**config.mk**
```make
export PLATFORM = sky130hd
export DESIGN_NAME = pid_bitmap_allocator
export DESIGN_NICKNAME = d
export VERILOG_FILES = /design/src/rtl/core/pba_pkg.sv /design/src/rtl/core/pid_bitmap_allocator.sv /design/src/rtl/core/pba_ram.sv /design/src/rtl/core/pba_cfg.sv /design/src/rtl/core/pba_engine.sv
export SDC_FILE = /design/constraint.sdc
export NUM_CORES = 1
export LEC_CHECK = 0
export BUFFER_PORTS_ARGS = -buffer_cell sky130_fd_sc_hd__buf_2
export CAP_MARGIN = 20
export CORE_ASPECT_RATIO = 1.4
export CORE_MARGIN = 2
export CORE_UTILIZATION = 30
export DETAILED_ROUTE_END_ITERATION = 7
export HOLD_SLACK_MARGIN = 0.12
export SYNTH_ARGS = -nofsm -noshare
export SYNTH_HDL_FRONTEND = slang
export SYNTH_HIERARCHICAL = 1
export SYNTH_SLANG_ARGS = --single-unit
```
**constraint.sdc**
```tcl
create_clock -name clk -period 9.85 [get_ports clk]
set_input_delay 0.4925 -clock clk [delete_from_list [all_inputs] [get_ports clk]]
set_output_delay 0.4925 -clock clk [all_outputs]
set_load 0.02 [all_outputs]
```
**src/rtl/core/pba_pkg.sv**
```systemverilog
package pba_pkg;

  // Identifier and map geometry
  localparam int ID_W        = 10;
  localparam int MAP_ENTRIES = 1024;
  localparam int WORD_W      = 32;
  localparam int BIT_W       = $clog2(WORD_W);
  localparam int MAP_WORDS   = (MAP_ENTRIES + WORD_W - 1) / WORD_W;
  localparam int WADDR_W     = (MAP_WORDS > 1) ? $clog2(MAP_WORDS) : 1;
  localparam int SZ_W        = ($clog2(MAP_ENTRIES + 1) > ID_W + 1) ?
                               $clog2(MAP_ENTRIES + 1) : ID_W + 1;

  // Register port
  localparam int PADDR_W = 3;
  localparam int DATA_W  = 32;
  localparam int RIDX_W  = PADDR_W - 2;

  localparam logic [RIDX_W-1:0] REG_ID_LOW  = 1'b0;
  localparam logic [RIDX_W-1:0] REG_ID_HIGH = 1'b1;

  localparam logic [ID_W-1:0] ID_LOW_RST  = 10'd100;
  localparam logic [ID_W-1:0] ID_HIGH_RST = 10'd1000;

  // Request codes
  localparam logic MODE_ALLOC   = 1'b0;
  localparam logic MODE_RELEASE = 1'b1;

  typedef enum logic [1:0] {
    ST_OK    = 2'd0,
    ST_FULL  = 2'd1,
    ST_RANGE = 2'd2
  } status_t;

  typedef struct packed {
    logic [ID_W-1:0] id_low;
    logic [ID_W-1:0] id_high;
  } cfg_t;

  typedef struct packed {
    logic               we;
    logic [WADDR_W-1:0] addr;
    logic [WORD_W-1:0]  data;
  } ram_wr_t;

  typedef enum logic [4:0] {
    S_CLEAR = 5'b00001,
    S_IDLE  = 5'b00010,
    S_SCAN  = 5'b00100,
    S_REL   = 5'b01000,
    S_DONE  = 5'b10000
  } state_t;

endpackage

```
**src/rtl/core/pid_bitmap_allocator.sv**
```systemverilog
// First-fit identifier allocator. Identifiers id_low..id_high (capped at
// MAP_ENTRIES of them) are tracked by one in-use bit each, packed 32 to a word
// in a single-port-read, single-port-write RAM. An allocate request scans the
// map word by word from the bottom, one word per cycle, marks the lowest free
// bit and returns id_low plus its index; if the range holds no free entry the
// result is status 1 with identifier zero. A release request checks the
// identifier against the range (status 2 if outside), otherwise clears its bit
// with a read-modify-write. Steps: an allocate moves from idle to the scan
// state, which reads one word per visit (up to 32 words for the full map),
// then to the done state; an in-range release moves through the
// read-modify-write state to the done state; an out-of-range release or an
// allocate on an empty range goes straight from idle to the done state.
// One item is in flight at a time; a finished result sits in an output
// register, and the next item is taken as soon as that result is handed off
// to it. After reset the block clears the map word by word over all MAP_WORDS
// words (32 at the default size) before raising in_ready; register writes are
// taken during that pass. Registers: id_low at byte 0, id_high at byte 4,
// reset 100 and 1000; write them only while the block is idle.
module pid_bitmap_allocator (
  input  logic                          clk,
  input  logic                          rst_n,
  // register port
  input  logic                          psel,
  input  logic                          penable,
  input  logic                          pwrite,
  input  logic [pba_pkg::PADDR_W-1:0]   paddr,
  input  logic [pba_pkg::DATA_W-1:0]    pwdata,
  output logic [pba_pkg::DATA_W-1:0]    prdata,
  output logic                          pready,
  // request channel
  input  logic                          in_valid,
  output logic                          in_ready,
  input  logic                          in_mode,
  input  logic [pba_pkg::ID_W-1:0]      in_release_id,
  // result channel
  output logic                          out_valid,
  input  logic                          out_ready,
  output logic [pba_pkg::ID_W-1:0]      out_granted_id,
  output pba_pkg::status_t              out_status
);
  import pba_pkg::*;

  cfg_t               cfg;
  ram_wr_t            ram_wr;
  logic [WADDR_W-1:0] ram_raddr;
  logic [WORD_W-1:0]  ram_rdata;

  // Configuration registers; reads return the stored value
  pba_cfg u_cfg (
    .clk     (clk),
    .rst_n   (rst_n),
    .psel    (psel),
    .penable (penable),
    .pwrite  (pwrite),
    .paddr   (paddr),
    .pwdata  (pwdata),
    .prdata  (prdata),
    .pready  (pready),
    .cfg     (cfg)
  );

  // Sequencer: clear pass, word scan, release read-modify-write, result hold
  pba_engine u_engine (
    .clk            (clk),
    .rst_n          (rst_n),
    .cfg            (cfg),
    .in_valid       (in_valid),
    .in_ready       (in_ready),
    .in_mode        (in_mode),
    .in_release_id  (in_release_id),
    .out_valid      (out_valid),
    .out_ready      (out_ready),
    .out_granted_id (out_granted_id),
    .out_status     (out_status),
    .ram_raddr      (ram_raddr),
    .ram_rdata      (ram_rdata),
    .ram_wr         (ram_wr)
  );

  // In-use map, one bit per identifier index
  pba_ram #(
    .WIDTH (WORD_W),
    .DEPTH (MAP_WORDS)
  ) u_map (
    .clk   (clk),
    .we    (ram_wr.we),
    .waddr (ram_wr.addr),
    .wdata (ram_wr.data),
    .raddr (ram_raddr),
    .rdata (ram_rdata)
  );

endmodule

```
**src/rtl/core/pba_ram.sv**
```systemverilog
module pba_ram #(
  parameter int WIDTH = 32,
  parameter int DEPTH = 32
) (
  input  logic                                      clk,
  input  logic                                      we,
  input  logic [((DEPTH > 1) ? $clog2(DEPTH) : 1)-1:0] waddr,
  input  logic [WIDTH-1:0]                          wdata,
  input  logic [((DEPTH > 1) ? $clog2(DEPTH) : 1)-1:0] raddr,
  output logic [WIDTH-1:0]                          rdata
);

  logic [WIDTH-1:0] mem [DEPTH];

  always_ff @(posedge clk) begin
    if (we) begin
      mem[waddr] <= wdata;
    end
    rdata <= mem[raddr];
  end

endmodule

```
**src/rtl/core/pba_cfg.sv**
```systemverilog
module pba_cfg (
  input  logic                          clk,
  input  logic                          rst_n,
  input  logic                          psel,
  input  logic                          penable,
  input  logic                          pwrite,
  input  logic [pba_pkg::PADDR_W-1:0]   paddr,
  input  logic [pba_pkg::DATA_W-1:0]    pwdata,
  output logic [pba_pkg::DATA_W-1:0]    prdata,
  output logic                          pready,
  output pba_pkg::cfg_t                 cfg
);
  import pba_pkg::*;

  cfg_t              cfg_r, cfg_nxt;
  logic [RIDX_W-1:0] ridx;
  logic              wr_en;

  assign ridx   = paddr[PADDR_W-1:2];
  assign wr_en  = psel & penable & pwrite;
  assign pready = 1'b1;
  assign cfg    = cfg_r;

  always_comb begin
    cfg_nxt = cfg_r;
    if (wr_en) begin
      case (ridx)
        REG_ID_LOW:  cfg_nxt.id_low  = pwdata[ID_W-1:0];
        REG_ID_HIGH: cfg_nxt.id_high = pwdata[ID_W-1:0];
        default:     cfg_nxt = cfg_r;
      endcase
    end
  end

  always_comb begin
    case (ridx)
      REG_ID_LOW:  prdata = DATA_W'(cfg_r.id_low);
      REG_ID_HIGH: prdata = DATA_W'(cfg_r.id_high);
      default:     prdata = '0;
    endcase
  end

  always_ff @(posedge clk) begin
    if (!rst_n) begin
      cfg_r.id_low  <= ID_LOW_RST;
      cfg_r.id_high <= ID_HIGH_RST;
    end else begin
      cfg_r <= cfg_nxt;
    end
  end

endmodule

```
**src/rtl/core/pba_engine.sv**
```systemverilog
module pba_engine (
  input  logic                          clk,
  input  logic                          rst_n,
  input  pba_pkg::cfg_t                 cfg,
  input  logic                          in_valid,
  output logic                          in_ready,
  input  logic                          in_mode,
  input  logic [pba_pkg::ID_W-1:0]      in_release_id,
  output logic                          out_valid,
  input  logic                          out_ready,
  output logic [pba_pkg::ID_W-1:0]      out_granted_id,
  output pba_pkg::status_t              out_status,
  output logic [pba_pkg::WADDR_W-1:0]   ram_raddr,
  input  logic [pba_pkg::WORD_W-1:0]    ram_rdata,
  output pba_pkg::ram_wr_t              ram_wr
);
  import pba_pkg::*;

  state_t             state_r, state_nxt;
  logic [WADDR_W-1:0] word_r, word_nxt;
  logic [SZ_W-1:0]    rel_r, rel_nxt;
  logic [ID_W-1:0]    res_id_r, res_id_nxt;
  status_t            res_st_r, res_st_nxt;
  logic               out_valid_r, out_valid_nxt;
  logic [ID_W-1:0]    out_id_r, out_id_nxt;
  status_t            out_st_r, out_st_nxt;

  logic [SZ_W-1:0]    span, n_c, rel_c, base, rem;
  logic               rel_bad, last;
  logic [WORD_W-1:0]  mask, free, lowest;
  logic [BIT_W-1:0]   fb;
  logic [WADDR_W-1:0] rel_word;

  // Usable range size, capped at the map size; zero when id_high is below id_low
  always_comb begin
    span = SZ_W'(cfg.id_high) - SZ_W'(cfg.id_low) + SZ_W'(1);
    if (cfg.id_high < cfg.id_low) begin
      n_c = '0;
    end else if (span > SZ_W'(MAP_ENTRIES)) begin
      n_c = SZ_W'(MAP_ENTRIES);
    end else begin
      n_c = span;
    end
  end

  assign rel_c    = SZ_W'(in_release_id) - SZ_W'(cfg.id_low);
  assign rel_bad  = (in_release_id < cfg.id_low) || (rel_c >= n_c);
  assign rel_word = WADDR_W'(rel_c >> BIT_W);

  // Word under evaluation: mask off entries past the range, pick lowest free bit
  always_comb begin
    base   = SZ_W'(word_r) << BIT_W;
    rem    = n_c - base;
    last   = rem <= SZ_W'(WORD_W);
    if (rem >= SZ_W'(WORD_W)) begin
      mask = '1;
    end else begin
      mask = (WORD_W'(1) << rem[BIT_W-1:0]) - WORD_W'(1);
    end
    free   = ~ram_rdata & mask;
    lowest = free & (~free + WORD_W'(1));
    fb     = '0;
    for (int b = 0; b < WORD_W; b++) begin
      fb = fb | (lowest[b] ? BIT_W'(b) : '0);
    end
  end

  always_comb begin
    ram_raddr = word_r + WADDR_W'(1);
    if (state_r == S_IDLE) begin
      ram_raddr = (in_mode == MODE_RELEASE) ? rel_word : '0;
    end
  end

  always_comb begin
    state_nxt     = state_r;
    word_nxt      = word_r;
    rel_nxt       = rel_r;
    res_id_nxt    = res_id_r;
    res_st_nxt    = res_st_r;
    out_valid_nxt = out_valid_r & ~out_ready;
    out_id_nxt    = out_id_r;
    out_st_nxt    = out_st_r;
    ram_wr        = '0;

    case (state_r)
      S_CLEAR: begin
        ram_wr.we   = 1'b1;
        ram_wr.addr = word_r;
        ram_wr.data = '0;
        word_nxt    = word_r + WADDR_W'(1);
        if (word_r == WADDR_W'(MAP_WORDS - 1)) begin
          word_nxt  = '0;
          state_nxt = S_IDLE;
        end
      end
      S_IDLE: begin
        if (in_valid) begin
          res_id_nxt = '0;
          word_nxt   = '0;
          rel_nxt    = rel_c;
          if (in_mode == MODE_ALLOC) begin
            if (n_c == '0) begin
              res_st_nxt = ST_FULL;
              state_nxt  = S_DONE;
            end else begin
              state_nxt  = S_SCAN;
            end
          end else begin
            if (rel_bad) begin
              res_st_nxt = ST_RANGE;
              state_nxt  = S_DONE;
            end else begin
              state_nxt  = S_REL;
            end
          end
        end
      end
      S_SCAN: begin
        if (free != '0) begin
          ram_wr.we   = 1'b1;
          ram_wr.addr = word_r;
          ram_wr.data = ram_rdata | lowest;
          res_id_nxt  = ID_W'(SZ_W'(cfg.id_low) + base + SZ_W'(fb));
          res_st_nxt  = ST_OK;
          state_nxt   = S_DONE;
        end else if (last) begin
          res_st_nxt  = ST_FULL;
          state_nxt   = S_DONE;
        end else begin
          word_nxt    = word_r + WADDR_W'(1);
        end
      end
      S_REL: begin
        ram_wr.we   = 1'b1;
        ram_wr.addr = WADDR_W'(rel_r >> BIT_W);
        ram_wr.data = ram_rdata & ~(WORD_W'(1) << rel_r[BIT_W-1:0]);
        res_st_nxt  = ST_OK;
        state_nxt   = S_DONE;
      end
      S_DONE: begin
        if (!out_valid_r || out_ready) begin
          out_valid_nxt = 1'b1;
          out_id_nxt    = res_id_r;
          out_st_nxt    = res_st_r;
          state_nxt     = S_IDLE;
        end
      end
      default: begin
        state_nxt = S_IDLE;
      end
    endcase
  end

  assign in_ready       = (state_r == S_IDLE);
  assign out_valid      = out_valid_r;
  assign out_granted_id = out_id_r;
  assign out_status     = out_st_r;

  always_ff @(posedge clk) begin
    if (!rst_n) begin
      state_r     <= S_CLEAR;
      word_r      <= '0;
      out_valid_r <= 1'b0;
    end else begin
      state_r     <= state_nxt;
      word_r      <= word_nxt;
      out_valid_r <= out_valid_nxt;
    end
  end

  always_ff @(posedge clk) begin
    rel_r    <= rel_nxt;
    res_id_r <= res_id_nxt;
    res_st_r <= res_st_nxt;
    out_id_r <= out_id_nxt;
    out_st_r <= out_st_nxt;
  end

endmodule

```
[Word-level counts from Yosys, hierarchy flattened]
Memory sizes are Yosys's and may differ from the RTL's. A register that Yosys moved wholly into a read port is not among the register bits.
Index checks and enable logic that the tools add are counted.
Cells by class
  add/sub/neg operators: 9
  order comparisons: 6
  equality and inequality tests: 15
  shifts and indexed selects: 2
  mux-type cells: 67
  bitwise logic cells: 42
  reductions and logical operators: 16
Operators with widths (count)
  2-to-1 mux 5 bit: 30
  bitwise OR 5 bit: 30
  one-hot mux 38 bit (3 select lines): 1
  bitwise AND 32 bit: 3
  inverter 32 bit: 3
  one-hot mux 32 bit (2 select lines): 1
  left shift 1 x 5 -> 32 bit, first input constant: 2
  2-to-1 mux 38 bit: 1
  adder 32 x 1 -> 32 bit, second input constant: 1
  2-to-1 mux 32 bit: 1
  2-to-1 mux 4 bit: 8
  bitwise OR 32 bit: 1
  nonzero test 32 bit: 1
  subtractor 32 x 2 -> 32 bit, second input constant: 1
  one-hot mux 5 bit (5 select lines): 1
  2-to-1 mux 11 bit: 2
  subtractor 10 x 10 -> 11 bit: 2
  < comparator 10 bit: 2
  2-to-1 mux 10 bit: 2
  one-hot mux 10 bit (2 select lines): 1
  2-to-1 mux 2 bit: 8
  one-hot mux 5 bit (3 select lines): 1
  2-to-1 mux 3 bit: 4
  adder 11 x 1 -> 11 bit, second input constant: 1
  other kinds (30): 49
Word-level totals
  bits in registers: 65
  bits in writable memories: 1024
  bits of input ports: 53
  output and inout bits: 47
  word-level logic and storage cells: 168
  memories kept: 1
Memories
  u_map.mem: words 32, bits a word 32, rd ports 1, clocked after Yosys merged registers in 1, wr ports 1, line pba_ram.sv:13  | logic [WIDTH-1:0] mem [DEPTH];

[Depth between registers and ports, before layout]
Gate-level depths: netlist of run 1.
  depth after elaboration: 47
  depth in mapped cells: 44
  depth with buffers taken out: 39

[Modules after synthesis]
Netlist of run 1, hierarchy kept.
By module, submodules not included
  pba_ram: times used 1, cells an instance 2260, area each 40491.3 um^2, seq. area each 31390.1 um^2
  pba_engine: times used 1, cells an instance 855, area each 6525.0 um^2, seq. area each 1241.2 um^2
  pba_cfg: times used 1, cells an instance 120, area each 1138.6 um^2, seq. area each 400.4 um^2

[Least setup slack after synthesis of run 1]
No wires, ideal clock.
  path kind: flip-flop to flip-flop
  start: reg u_cfg.cfg_r, in the netlist u_cfg/cfg[1]
  end: mem u_map.mem[12][0], enable pin
  setup time: 421 ps
  arrival time: 8238 ps
  data required time: 9429 ps
  slack: 1191 ps
  stages on the path, launching flop included: 34
  path buffers: 5
  period minus slack after synthesis: 8659 ps
  cell sequence: dfxtp_1 inv_1 ha_1 inv_1 ha_1 fa_1 and3_1 nor4_1 nor2_1 o2111a_1 o41ai_2 buf_2 buf_4 o21ai_0 ha_1 inv_1 fa_1 a21o_1 a21oi_1 xor2_1 and3_1 and2_1 clkbuf_1 o211ai_1 a2111o_1 nor4_4 nand4_2 buf_6 o31ai_4 nand2_1 a22o_1 or3b_2 clkbuf_1 nor2_1
RTL lines
  start: declaration: line pba_cfg.sv:15  | cfg_t cfg_r, cfg_nxt;
  start signal: assignment: line pba_cfg.sv:48  | cfg_r <= cfg_nxt;
  end: declaration: line pba_ram.sv:13

[Worst setup path in the final report of run 1]
  start: reg u_cfg.cfg_r, in the netlist u_cfg/cfg[16]
  end: reg u_engine.res_id_r[8] (data pin)
On the way
  cells in the longest elaborated chain, start to end: 47
  elaborated cells on any way between the ends: 80
  classes of those cells: 7 x add/sub; 3 x order compare; 1 x shift; 36 x mux; 33 x bitwise
Ends and longest elaborated chain
  subtractor 10 x 10 -> 11 bit: line pba_engine.sv:36  | span = SZ_W'(cfg.id_high) - SZ_W'(cfg.id_low) + SZ_W'(1);
  adder 11 x 1 -> 11 bit: line pba_engine.sv:36
  greater-than comparator 11 bit: line pba_engine.sv:39  | end else if (span > SZ_W'(MAP_ENTRIES)) begin
  2-to-1 mux 11 bit: line pba_engine.sv:39
  2-to-1 mux 11 bit: line pba_engine.sv:37  | if (cfg.id_high < cfg.id_low) begin
  subtractor 11 x 10 -> 11 bit: line pba_engine.sv:53  | rem = n_c - base;
  left shift 1 x 5 -> 32 bit: line pba_engine.sv:58  | mask = (WORD_W'(1) << rem[BIT_W-1:0]) - WORD_W'(1);
  subtractor 32 x 2 -> 32 bit: line pba_engine.sv:58
  [2 not listed]
  inverter 32 bit: line pba_engine.sv:61  | lowest = free & (~free + WORD_W'(1));
  adder 32 x 1 -> 32 bit: line pba_engine.sv:61
  bitwise AND 32 bit: line pba_engine.sv:61
  2-to-1 mux 1 bit / 2-to-1 mux 2 bit (equally long branches): line pba_engine.sv:64  | fb = fb | (lowest[b] ? BIT_W'(b) : '0);
  bitwise OR 5 bit (30 in series): line pba_engine.sv:64
  adder 10 x 5 -> 10 bit *: line pba_engine.sv:124  | res_id_nxt = ID_W'(SZ_W'(cfg.id_low) + base + SZ_W'(fb));
  2-to-1 mux 10 bit *: line pba_engine.sv:120  | if (free != '0) begin
  one-hot mux 10 bit (2 select lines) *: line pba_engine.sv:86  | case (state_r)
  end signal: assignment: line pba_engine.sv:174  | res_id_r <= res_id_nxt;
  end: declaration: line pba_engine.sv:22  | logic [ID_W-1:0] res_id_r, res_id_nxt;
Mark *: on every way between the ends. The rest lies on a longest branch, timed or not. The select of a mux whose other input is x is not followed.
A chain may end at the register's enable or synchronous reset.

==> metrics.csv, run 1 <==
stage,metric,value,unit
finish,post-layout net count,3451,
die,initial core utilization,0.3009,
finish,final instance area,55060,um2
finish,Finished Layout Cells,5529,
routing,DRT iter0 DRCs,2216,
global_route,initial antenna violation count,1,
worst_setup_path,crit-path max FO,11,
logic_synthesis,Synth Area in XOR/XNOR,0.004521,
die,IO Count,100,
sta,Sum Neg Setup Slack,0,ns
worst_setup_path,CP most frequent cell,inv_1,
logic_synthesis,register area share after synthesis,0.6859,
sta,Final Skew,0.03744,ns
sta,"Hold Vio Cnt, Final",0,
job,Max-Cap Viols,0,
global_route,global-route wire length before repair,180300,um
routing,Routed Antenna Nets,0,
sta,"Min Clock Period, post-route",9.020,ns
routing,wire per inst,22.04,um
clock_tree,TritonCTS clock tree,yes,
clock_tree,Longest Clk Path Bufs,3,
logic_synthesis,"EDFF count, synth",1058,
die,Die Width,342.6,um
logic_synthesis,post-synthesis adder-cell area fraction,0.01866,
outcome,outcome,"finished, final reports clean",
routing,vias per inst,5.031,
die,Rows,174,
placed_design,Post-Place Worst Slack,0.6011,ns
power_and_ir_drop,Worst IR Drop VDD,0.2549,mV
sta,measured slew at the worst slew-check pin,1.088,ns
sta,Slew HR,0.2747,
worst_setup_path,beginning of the critical path,u_cfg/cfg[16]$_SDFFE_PN1P_,
placed_design,routability-driven placement congestion ratio,0.9099,
power_and_ir_drop,PwrDens,215.4,nW/um2
sta,RSZ-0062 raised after global routing,false,
clock_tree,total clock buffers created by CTS,99,
worst_setup_path,Worst EP required,10.27,ns
worst_setup_path,Setup Crit Path Kind,flip-flop to flip-flop,
worst_setup_path,FF-to-FF Start,u_cfg/cfg[16]$_SDFFE_PN1P_,
power_and_ir_drop,PnR Total Power,11860,uW
sta,Fmax achieved,110.9,MHz
routing,# DRC,0,
placed_design,hpwl dp,73970,um
logic_synthesis,prevailing post-synth register cell,edfxtp_1,
routing,WL final,121900,um
logic_synthesis,post-synthesis mux area share,0.1133,
hold_path,min-delay src,penable,
placed_design,Placed Cells,5319,
global_route,GRT Util Overall,0.1461,
hold_path,Hold Path Class,input pin to flip-flop,
logic_synthesis,largest family of logic cells by synthesized area,multiplexers,
routing,drt first pass iters,7,
global_route,largest net degree at the start of global routing,132,
logic_synthesis,Post-Synth Simple-Gate Area,0.06831,
logic_synthesis,synthesized area,48150,um2
finish,share of layout cells above drive strength 1,0.1259,
routing,Vias,27820,
clock_tree,CTS Sinks,1121,
finish,area delta synth->final,14.33,%
worst_setup_path,crit end category,flip-flop,
placed_design,DP Area,51430,um2
sta,min setup slack post-route,0.8302,ns
clock_tree,Clock Latency Late Sink,0.72,ns
die,core area,160000,um2
logic_synthesis,Synth Area in Compound Gates,0.07998,
clock_tree,Worst-path clk slew,0.07,ns
worst_setup_path,CP startpoint kind,flip-flop,
sta,fin crit share,0.9157,
logic_synthesis,synthesized flop and latch total,1121,
die,Die Y,478.1,um
logic_synthesis,Yosys cell types,97,
power_and_ir_drop,Leak,0.01800,uW
clock_tree,root buffer cell,clkbuf_16,
finish,filler instances,15260,
logic_synthesis,Post-synth ARST share,0,
die,area of the die,163800,um2
clock_tree,Post-CTS Setup Repair Bufs,0,
clock_tree,H-Tree Depth,3,
logic_synthesis,Synth warnings,6,
sta,Final Setup Violations,0,
logic_synthesis,Syn Area/Cell,14.89,um2
global_route,vias in the first global route,27650,
placed_design,I/O Buffers,52,
global_route,gr ovfl total,0,
logic_synthesis,Mapped Cells,3235,
worst_setup_path,crit path DAT,9.44,ns
sta,Slew Limit Fails,0,
worst_setup_path,Critical Path Max Stage Delay,0.55,ns
worst_setup_path,crit path max-delay cell type,fa_1,
==> cells in the mapped netlist (5+ instances only) <==
cell type	count	share of area
nor2b_1	26	0.0034
nand3_1	125	0.013
xor2_1	7	0.0013
xnor2_1	16	0.0029
a31oi_1	50	0.0065
nor2_1	116	0.0090
a22oi_1	97	0.015
buf_2	44	0.0046
nor4_1	13	0.0017
a21o_1	11	0.0017
mux2i_1	534	0.11
nor3b_1	5	0.00078
a211oi_1	8	0.0012
fa_1	8	0.0033
nand3b_1	17	0.0027
o21ai_1	6	0.00062
buf_6	18	0.0042
or3_1	13	0.0017
nand2_1	192	0.015
and3_1	10	0.0013
edfxtp_1	1058	0.66
o21a_1	6	0.00094
clkbuf_1	63	0.0049
dfxtp_1	63	0.026
nand4_1	11	0.0014
nor3_1	64	0.0067
a22o_1	76	0.014
o21bai_1	5	0.00078
and2_1	11	0.0014
ha_1	59	0.015
a21oi_1	166	0.017
mux2_2	10	0.0023
buf_1	5	0.00039
nand2b_1	17	0.0022
buf_4	62	0.0097
o2bb2ai_1	7	0.0013
or3b_2	6	0.0011
o21ai_0	61	0.0063
inv_1	60	0.0047
a41oi_1	6	0.0011
o211ai_1	5	0.00078
or2_2	8	0.0010
==> power by group <==
part           leakage (uW)  internal [uW]  switching, uW
sequential          0.00832           5390            135
combinational       0.00808            767           1640
clock               0.00161           2180           1750
total                0.0180           8340           3520
==> final cells by class <==
type	instances	area, um2	area share
multi-input combinational	1877	14220	0.2583
sequential	1121	33030	0.6000
clock buffer	117	2619	0.04757
antenna	1	2.502	0.00004545
tap	2112	2643	0.04800
inverter	62	232.7	0.004227
timing repair buffer	170	1639	0.02977
clock inverter	69	668.1	0.01214
==> per-layer routing <==
layer  up-vias  part of all wire  global-route usage
li1      12690                 -                   -
met1     14180              0.41              0.1768
met2       754              0.52              0.2640
met3       200             0.044             0.01720
met4         0             0.034             0.05328
met5         -                 0                   0
==> through the flow <==
| step | hold slack (ns) | util |
|---|---|---|
| after global placement | 0.4051 | 0.3213 |
| after global routing | 0.2007 | 0.3441 |
| after CTS | 0.1319 | 0.3427 |
| after floorplan | 0.4003 | - |
| after detailed placement | 0.4072 | 0.3214 |
| final | 0.2121 | 0.3441 |
==> critical path, delay by kind of cell, from the launching register on <==
| family | cells | cell delay (ns) |
|---|---|---|
| AO/OA/AOI/OAI | 12 | 2.51 |
| buffers and inverters | 6 | 0.67 |
| flip-flops | 1 | 0.41 |
| XOR/XNOR | 2 | 0.28 |
| AND/OR/NAND/NOR | 14 | 2.81 |
| adder cells (fa/ha/maj) | 6 | 2.03 |
==> cell usage in the layout (no fill, tap or decap), types with 24 or more instances in the layout <==
cell	count
inv_1	60
a31oi_1	50
buf_2	52
nor2_4	33
o21ai_0	61
buf_4	67
nand2_1	191
nand3_1	125
nor2b_1	24
ha_1	59
a22oi_1	97
buf_12	27
edfxtp_1	1058
a21oi_1	150
nor2_1	82
a22o_1	76
mux2i_1	534
dfxtp_1	63
nor3_1	64
clkbuf_16	103
clkinv_1	24
==> cell families after synthesis <==
family	after synthesis
flops	1121
simple gates	659
compound gates	560
mux	544
buf+inv	258
fa+ha+maj	67
xor+xnor	24
other cells	2
==> registers in the layout, indices dropped and copies added (netlist names) <==
name and flops:
u_engine/out_status 2, u_engine/state_r 5, u_map/rdata 32, u_engine/res_id_r 10, u_engine/word_r 5, u_engine/out_granted_id 10, u_map/mem 1024, u_cfg/cfg 20
u_engine/out_valid 1, u_engine/res_st_r 2, u_engine/rel_r 10
==> worst paths after layout <==
check                           slack, ns                              endpoint  depth (start not counted)
worst min-delay path                 0.21            u_cfg/cfg[14]$_SDFFE_PN0P_                          3
worst min register to register       0.41  u_engine/out_granted_id[5]$_DFFE_PP_                          0
worst max-delay path                 0.83    u_engine/res_id_r[8]$_SDFFCE_PN0P_                         40
worst max register to register       0.83    u_engine/res_id_r[8]$_SDFFCE_PN0P_                         40
==> timing repair <==
action,in CTS,in global routing
setup endpoints to repair,0,4
gates resized for setup,0,3
hold buffers,12,0
hold endpoints to repair,22,0
Note: power is estimated with default switching activity, not from simulation.
==> inputs of run 2 (changes only) <==
==> constraint.sdc (replaced) <==
create_clock -name clk -period 9.85 [get_ports clk]
set_input_delay 0 -clock clk [delete_from_list [all_inputs] [get_ports clk]]
set_output_delay 0 -clock clk [all_outputs]
set_load 0.02 [all_outputs]
==> metrics.csv, run 2 (synthesis gave the netlist of run 1 again) <==
stage,metric,value,unit,change
outcome,outcome,"finished, final reports clean",,unchanged
sta,Fmax achieved,109.4,MHz,was 110.9 MHz
finish,filler instances,15240,,"was 15,260"
worst_setup_path,CP most frequent cell,a21oi_1,,was inv_1
placed_design,Placed Cells,5323,,"was 5,319"
placed_design,Post-Place Worst Slack,0.6831,ns,was 0.6011 ns
clock_tree,Worst-path clk slew,0.07,ns,about the same
sta,"Hold Vio Cnt, Final",0,,unchanged
worst_setup_path,Critical Path Max Stage Delay,0.74,ns,was 0.55 ns
finish,Finished Layout Cells,5578,,"was 5,529"
sta,min setup slack post-route,0.7113,ns,was 0.8302 ns
sta,Slew HR,0.2892,,was 0.2747
job,Max-Cap Viols,0,,unchanged
clock_tree,H-Tree Depth,3,,unchanged
routing,DRT iter0 DRCs,2246,,"was 2,216"
routing,Vias,28030,,"was 27,820"
finish,register area,33030,um2,unchanged
sta,"Min Clock Period, post-route",9.139,ns,was 9.020 ns
routing,vias per inst,5.024,,was 5.031
placed_design,hpwl dp,74780,um,"was 73,970 um"
finish,max reg flops,1024,,unchanged
global_route,GRT Util Overall,0.1475,,was 0.1461
routing,WL final,123800,um,"was 121,900 um"
die,Die Y,478.1,um,unchanged
routing,# DRC,0,,unchanged
power_and_ir_drop,Leak,0.01823,uW,was 0.01800 uW
worst_setup_path,Worst EP required,10.29,ns,was 10.27 ns
routing,wire per inst,22.19,um,was 22.04 um
finish,post-layout net count,3503,,"was 3,451"
die,core area,160000,um2,unchanged
clock_tree,total clock buffers created by CTS,98,,was 99
clock_tree,Clock Latency Late Sink,0.73,ns,was 0.72 ns
placed_design,routability-driven placement congestion ratio,0.9222,,was 0.9099
routing,drt first pass iters,5,,was 7
die,initial core utilization,0.3009,,unchanged
routing,Routed Antenna Nets,0,,unchanged
finish,"most common cell after layout, fill and taps aside",edfxtp_1,,unchanged
sta,measured slew at the worst slew-check pin,1.066,ns,was 1.088 ns
finish,share of layout cells above drive strength 1,0.1253,,was 0.1259
worst_setup_path,crit-path max FO,12,,was 11
hold_path,Hold Path Class,input pin to flip-flop,,unchanged
power_and_ir_drop,PnR Total Power,11800,uW,"was 11,860 uW"
sta,Sum Neg Setup Slack,0,ns,unchanged
power_and_ir_drop,PwrDens,212.4,nW/um2,was 215.4 nW/um2
clock_tree,root buffer cell,clkbuf_16,,unchanged
global_route,global-route wire length before repair,182800,um,"was 180,300 um"
placed_design,I/O Buffers,52,,unchanged
sta,fin crit share,0.9278,,was 0.9157
die,Die Width,342.6,um,unchanged
sta,Final Skew,0.06189,ns,was 0.03744 ns
global_route,vias in the first global route,28020,,"was 27,650"
worst_setup_path,crit path DAT,9.58,ns,was 9.44 ns
sta,Final Setup Violations,0,,unchanged
clock_tree,TritonCTS clock tree,yes,,unchanged
global_route,largest net degree at the start of global routing,106,,was 132
sta,Slew Limit Fails,0,,unchanged
global_route,gr ovfl total,0,,unchanged
clock_tree,Longest Clk Path Bufs,3,,unchanged
worst_setup_path,crit path max-delay cell type,fa_1,,unchanged
global_route,initial antenna violation count,2,,was 1
clock_tree,CTS Sinks,1121,,unchanged
die,IO Count,100,,unchanged
worst_setup_path,CP startpoint kind,flip-flop,,unchanged
die,Rows,174,,unchanged
worst_setup_path,crit end category,flip-flop,,unchanged
die,area of the die,163800,um2,unchanged
finish,area of the multi-input gates,14200,um2,"was 14,220 um2"
power_and_ir_drop,Worst IR Drop VDD,0.2131,mV,was 0.2549 mV
finish,most frequent cells in the layout,"edfxtp_1, mux2i_1, nand2_1",,unchanged
worst_setup_path,Setup Crit Path Kind,flip-flop to flip-flop,,unchanged
sta,RSZ-0062 raised after global routing,false,,unchanged
finish,Biggest register,u_map/mem,,unchanged
finish,area delta synth->final,15.40,%,was 14.33%
[run 2: changes by cell type in the layout (fill, tap and decap cells not counted), moves of 3 or more]
cell	previous run	this run
dlygate4sd3_1	12	62
clkinv_1	24	16
buf_12	27	30
buf_16	2	5
buf_4	67	64
bufinv_16	10	7
[run 2: worst max-delay path: cells and delay by family, from the launching register on]
kind | cells | cell delay, ns
flops | 1 | 0.46
simple gates | 10 | 2.46
xor+xnor | 3 | 0.62
fa+ha+maj | 5 | 1.92
compound gates | 15 | 2.91
buf+inv | 4 | 0.49
[run 2: layout make-up]
cell class	count	area share
multi-input cells	1877	0.2556
clock inverters	63	0.01069
flip-flops and latches	1121	0.5944
clock buffers	119	0.04706
inverters	62	0.004188
diodes	1	0.00004503
repair buffers	223	0.04048
well taps	2112	0.04755
[run 2: per-stage QoR]
stage               hold WS, ns  utilization  cell area [um2]
detailed placement       0.2702       0.3220            51520
floorplan                0.1421            -            48230
global placement         0.2690       0.3215            51450
global route             0.2213       0.3473            55570
CTS                      0.1418       0.3459            55350
finish                   0.2211       0.3473            55570
[run 2: worst paths after layout]
path | start | to | slack, ns | cells after the start
setup / recovery | u_cfg/cfg[12]$_SDFFE_PN1P_ | u_engine/res_id_r[9]$_SDFFCE_PN0P_ | 0.71 | 37
hold / removal | in_valid | u_engine/word_r[0]$_SDFFE_PN0P_ | 0.22 | 5
hold reg to reg | u_engine/res_id_r[4]$_SDFFCE_PN0P_ | u_engine/out_granted_id[4]$_DFFE_PP_ | 0.42 | 0
setup reg to reg | u_cfg/cfg[12]$_SDFFE_PN1P_ | u_engine/res_id_r[9]$_SDFFCE_PN0P_ | 0.71 | 37
[run 2: routing by layer]
metal	vias to the layer above	track usage	share of wire	routed length, um
li1	12810	-	-	-
met4	0	0.05482	0.033	4124
met3	199	0.01871	0.044	5399
met2	761	0.2691	0.52	64960
met1	14250	0.1753	0.40	49290
met5	-	0	0	0
[run 2: timing repair]
item,CTS,global route
gates resized for setup,0,2
hold buffers,62,0
endpoints found under the hold margin,77,0
setup endpoints to repair,0,2
buffers inserted,0,0
[run 2: power by group]
part	internal (uW)	total (uW)	switching (uW)
clock network	2100	3860	1760
registers	5390	5530	142
logic	775	2410	1640
total	8260	11800	3540
